`config.mk`:
```
export PLATFORM = sky130hd
export DESIGN_NAME = pmrde_ram
export DESIGN_NICKNAME = d
export VERILOG_FILES = /design/src/rtl/assert_macros.svh /design/src/rtl/pmrde_ram.sv
export SDC_FILE = /design/constraint.sdc
export NUM_CORES = 2
export LEC_CHECK = 0
export BUFFER_PORTS_ARGS = -buffer_cell sky130_fd_sc_hd__buf_2
export CELL_PAD_IN_SITES_DETAIL_PLACEMENT = 1
export CELL_PAD_IN_SITES_GLOBAL_PLACEMENT = 1
export CORE_MARGIN = 5
export CORE_UTILIZATION = 50
export DETAILED_ROUTE_END_ITERATION = 10
export PLACE_DENSITY_LB_ADDON = 0.1
export SYNTH_ARGS = -nofsm -noshare
export SYNTH_HDL_FRONTEND = slang
export SYNTH_SLANG_ARGS = --single-unit
```
`constraint.sdc`:
```
create_clock -name clk_i -period 2.4 [get_ports clk_i]
set_input_delay 0.12 -clock clk_i [delete_from_list [all_inputs] [get_ports clk_i]]
set_output_delay 0.12 -clock clk_i [all_outputs]
set_load 0.01 [all_outputs]
```
`src/rtl/assert_macros.svh`:
```
// ----------------------------------------------------------------------------
// assert_macros.svh
// Concurrent assertion wrappers shared by the RTL of the draw engine.
// ----------------------------------------------------------------------------
`ifndef ASSERT_MACROS_SVH
`define ASSERT_MACROS_SVH

// Assertion on an explicit clock and active-low reset.
`define ASSERT_CLKED(lbl, clk, rst_n, prop, msg) \
  lbl: assert property (@(posedge clk) disable iff (!rst_n) prop) else $error(msg);

// Assertion on the house clock and reset names.
`define ASSERT_DFLT(lbl, prop, msg) `ASSERT_CLKED(lbl, clk_i, rst_ni, prop, msg)

`endif

```
`src/rtl/pmrde_ram.sv`:
```
// ----------------------------------------------------------------------------
// pmrde_ram
// Generic simple dual-port RAM: one write port, one read port, registered read.
// ----------------------------------------------------------------------------
`default_nettype none

module pmrde_ram #(
  parameter int unsigned WIDTH = 8,
  parameter int unsigned DEPTH = 256,
  localparam int unsigned AW   = (DEPTH > 1) ? $clog2(DEPTH) : 1
) (
  input  wire logic             clk_i,
  input  wire logic             we_i,
  input  wire logic [AW-1:0]    waddr_i,
  input  wire logic [WIDTH-1:0] wdata_i,
  input  wire logic             re_i,
  input  wire logic [AW-1:0]    raddr_i,
  output logic      [WIDTH-1:0] rdata_o
);

  logic [WIDTH-1:0] mem_q [DEPTH];

  always_ff @(posedge clk_i) begin
    if (we_i) begin
      mem_q[waddr_i] <= wdata_i;
    end
    if (re_i) begin
      rdata_o <= mem_q[raddr_i];
    end
  end

endmodule

`default_nettype wire

```
## After elaboration in Yosys (flattened, before gate mapping)

Memories as Yosys holds them, arrays and structs flattened. A register that Yosys moved wholly into a read port is not among the register bits.
Index checks and enable logic that the tools add are counted.

| cells by class | value |
|---|---|
| mux-type cells | 2 |

Operator list:

| cell | count |
|---|---|
| 1-bit two-way mux | 2 |

| storage, ports and cells | value |
|---|---|
| register bits | 0 |
| bits in writable memories | 2048 |
| input port bits | 27 |
| output and inout bits | 8 |
| logic and storage cells | 3 |
| memories kept | 1 |

Memory list:

| memory | words | width | read ports | clocked after memory_dff | wr ports | RTL line | text |
|---|---|---|---|---|---|---|---|
| mem_q | 256 | 8 | 1 | 1 | 1 | pmrde_ram.sv:21 | `logic [WIDTH-1:0] mem_q [DEPTH];` |

## Depth between registers and ports, before layout

| depth | value |
|---|---|
| depth in word-level cells | 2 |
| depth in mapped cells | 11 |
| depth with buffers taken out | 6 |

## Least setup slack after synthesis

Ideal clock, no wire load.

| timing path | value |
|---|---|
| kind | input to register |
| start | input raddr_i[0] |
| end | register rdata_o[2], read port of mem_q (data pin) |
| arrival | 1927 ps |
| required time | 2131 ps |
| slack | 204 ps |
| stages | 9 |
| path buffers | 4 |
| cells stage by stage | buf_6 buf_12 buf_8 buf_2 mux4_2 a22oi_1 a21oi_1 nor4_1 nor4_2 |

RTL lines:

| what | RTL line | text |
|---|---|---|
| from (decl) | pmrde_ram.sv:17 | `input wire logic [AW-1:0] raddr_i,` |
| to (decl) | pmrde_ram.sv:18 | `output logic [WIDTH-1:0] rdata_o` |

==> out/metrics.cfg <==
[clock_tree]
ctsRootBufferMaster = clkbuf_16
clk_pin_slew_ns = 0.06
clock_sink_count = 2056
cts_tree = built
numCtsBuffers = 204
clock_path_buffers = 3
insertion_delay_ns = 0.84
h-tree-depth = 4
postCtsSetupBuffers = 0

[power_and_ir_drop]
power_density_nw_per_um2 = 802
p_comb_share_pct = 5.7
p_seq_share_pct = 52.4
sw_frac_of_total_pct = 21.5
power.switching_uw = 16200
ir_drop_mv = 0.740
cellLeakagePower_uw = 0.0306
p_clk_share_pct = 41.8
total_power_uw = 75600
intPower_uw = 59400

[worst_setup_path]
critPathLaunch = mem_q[119][5]
required_ns = 2.97
cpPeakStageDelay_ns = 0.61
crit_path_start_kind = flop
cp_max_fo = 2
endpoint_kind = flop
critPathKind = reg2reg
rr_endpoint = rdata_o[5]
critical_path_cell_count = 5
cpMaxStageDelayCell = nor3_4
cp-endpoint = rdata_o[5]
r2r_slack_ns = -0.07
crit_chain = mux4_2 > a22oi_1 > a21oi_1 > nor3_4 > nor4_2
critical_path.top_delay_family = simple AND/OR/NAND/NOR gates
r2r-start = mem_q[119][5]
crit_buf_inv = 0
worstPathArrival_ns = 3.04
reg2reg_depth = 5

[place]
portBuffers = 34
post-place-cells = 6268
place.gp.congestion = 0.835
hpwl_um = 144000

[timing]
rsz0062_at_grt = true
fin_ws_ns = -0.0662
tightestPinTransition_ns = 1.07
relSlewSlack_pct = 28.1
finalSetupViolations = 2
min_period_over_period_pct = 103
slew_viol_final = 0
fin_crit_ns = 2.47
finalHoldViolCount = 0
max_freq_ghz = 0.405
final.setup_skew_ns = 0.0347

[logic_synthesis]
synth_fp_nets = 3760
yosysWarnings = 0
syn_inst = 3733
netlist_area_um2 = 79600
synth.ff_latch_count = 2056
synth_top_area_cell = edfxtp_1
synth_edf_count = 2056
synthTopCellsByCount = edfxtp_1 (2056), mux4_2 (454), nor2_1 (282), mux2i_1 (134), a22oi_1 (133)
avgSynthCellArea_um2 = 21.3
synth_area_leaders = edfxtp_1 (78%), mux4_2 (13%), mux2i_1 (1.7%)
synth_top_area_share_pct = 77.5
synth_cell_types = 54
synth-async-reset-ratio_pct = 0
synthFlopType = edfxtp_1
seq_area_frac_synth_pct = 77.5
synth_most_common_cell = edfxtp_1

[floorplanning]
die_h_um = 409
initial_core_util_pct = 50.3
die_area_um2 = 167000
die_w_um = 409
ios = 35
rows = 146
core-area_um2 = 158000

[drt]
drt_iter0_markers = 4154
post_drt_wl_per_cell_um = 33.1
viasPerCell = 6.17
wl_um = 221000
drtAntennaViolNets = 0
via_count = 41100
drt-pass1-iter-count = 6
drcViolationCount = 0

[status]
status = finished, violations left
violations = setup timing

[finish]
layout-drive-gt1-share_pct = 33.1
finalNetCount = 4442
areaGrowthSynthToFinish_pct = 18.4
fin_cells = 6667
n_fill_cell = 13200

[global_route]
grt_pass1_wl_um = 319000
antenna_found_initial = 17
grt_max_degree = 101
grt_use_total_pct = 26.6
grt_pass1_vias = 43700
grt.overflow.total = 0

[job]
max_cap_violations = 0

[min_path]
hp-class = in2reg

==> layout make-up <==
cell class / count / area, um2 / area share, %
Sequential cell: 2056 / 61700 / 65.5
Multi-Input combinational cell: 1442 / 17000 / 18.0
Timing Repair Buffer: 709 / 6360 / 6.74
Clock buffer: 243 / 5320 / 5.64
Tap cell: 2072 / 2590 / 2.75
Clock inverter: 139 / 1300 / 1.38
Antenna cell: 4 / 10.0 / 0.0106
Inverter: 2 / 7.51 / 0.00796
==> registers in the layout, summed over array words and instances (netlist names) <==
signal and flops:
rdata_o 8, mem_q 2048
==> layout by cell type, fill, tap and decap left out, types with 7 or more instances in the layout <==
master	instances
edfxtp_1	2056
buf_4	583
mux4_2	454
nor2_1	276
clkbuf_16	207
mux2i_1	134
a22oi_1	130
a21oi_1	94
buf_12	79
clkinv_1	56
o221ai_1	45
clkinv_2	41
clkbuf_1	36
nand3_1	34
nand2_1	33
o22ai_1	28
nor2b_1	24
buf_2	22
bufinv_16	21
dlygate4sd3_1	14
a211oi_1	12
nor4_2	12
nor3_1	10
nand4_1	10
o211ai_1	10
o21ai_0	10
nor4_1	8
a221oi_1	8
clkbuf_8	8
nand2b_1	7
a22o_1	7
nor4_4	7
nor3_4	7
clkinvlp_4	7
==> tightest hold or removal path, cell delays in order <==
cell and delay [ns]:
buf_2 0.18, nand3_1 0.19, nor2_1 0.07, buf_4 0.18
==> worst min path at each step <==
stage	start	endpoint	cells after the start
2_1_floorplan	wdata_i[0]	mem_q[0][0]	0
3_3_place_gp	wdata_i[5]	mem_q[57][5]	1
3_5_place_dp	wdata_i[5]	mem_q[59][5]	1
4_1_cts	waddr_i[6]	mem_q[231][5]	4
5_1_grt	waddr_i[0]	mem_q[171][4]	4
6_report	waddr_i[0]	mem_q[171][4]	4
==> routing by layer <==
layer  wire [um]  track usage, %
met5           0               0
met4        7930            9.22
met3       16100            5.42
met2      110000            43.7
met1       86600            35.8
==> per-stage QoR <==
stage	utilization (%)	TNS [ns]	area, um2	setup slack, ns	hold slack [ns]
finish	59.5	-0.0729	94300	-0.0662	0.0786
global route	59.5	-0.177	94300	-0.0741	0.0504
CTS	59.4	-0.133	94100	-0.0571	0.00531
detailed placement	55.0	-8.17	87000	-1.29	0.467
global placement	55.0	-9.09	87000	-1.44	0.456
floorplan	-	0	79600	0.204	0.219
==> logic make-up after synthesis <==
kind of cell | share of synthesized area, %
compound gates | 3.42
mux | 14.6
simple gates | 2.63
buf+inv | 1.83
flops | 77.5
==> repair_timing <==
| action | CTS | global route |
|---|---|---|
| endpoints found under the hold margin | 761 | 0 |
| hold buffers | 14 | 0 |
| endpoints found under the setup margin | 8 | 8 |
| resized for setup | 50 | 33 |
| pin swaps | 18 | 22 |
==> power by group through the flow <==
stage	logic [uW]	registers, uW	clock network (uW)
floorplan	1920	40400	0
global placement	4090	40400	0
detailed placement	4210	40400	0
CTS	4320	39600	32200
global route	4560	39600	34000
finish	4350	39600	31600
Power figures use the tool's default switching activity.
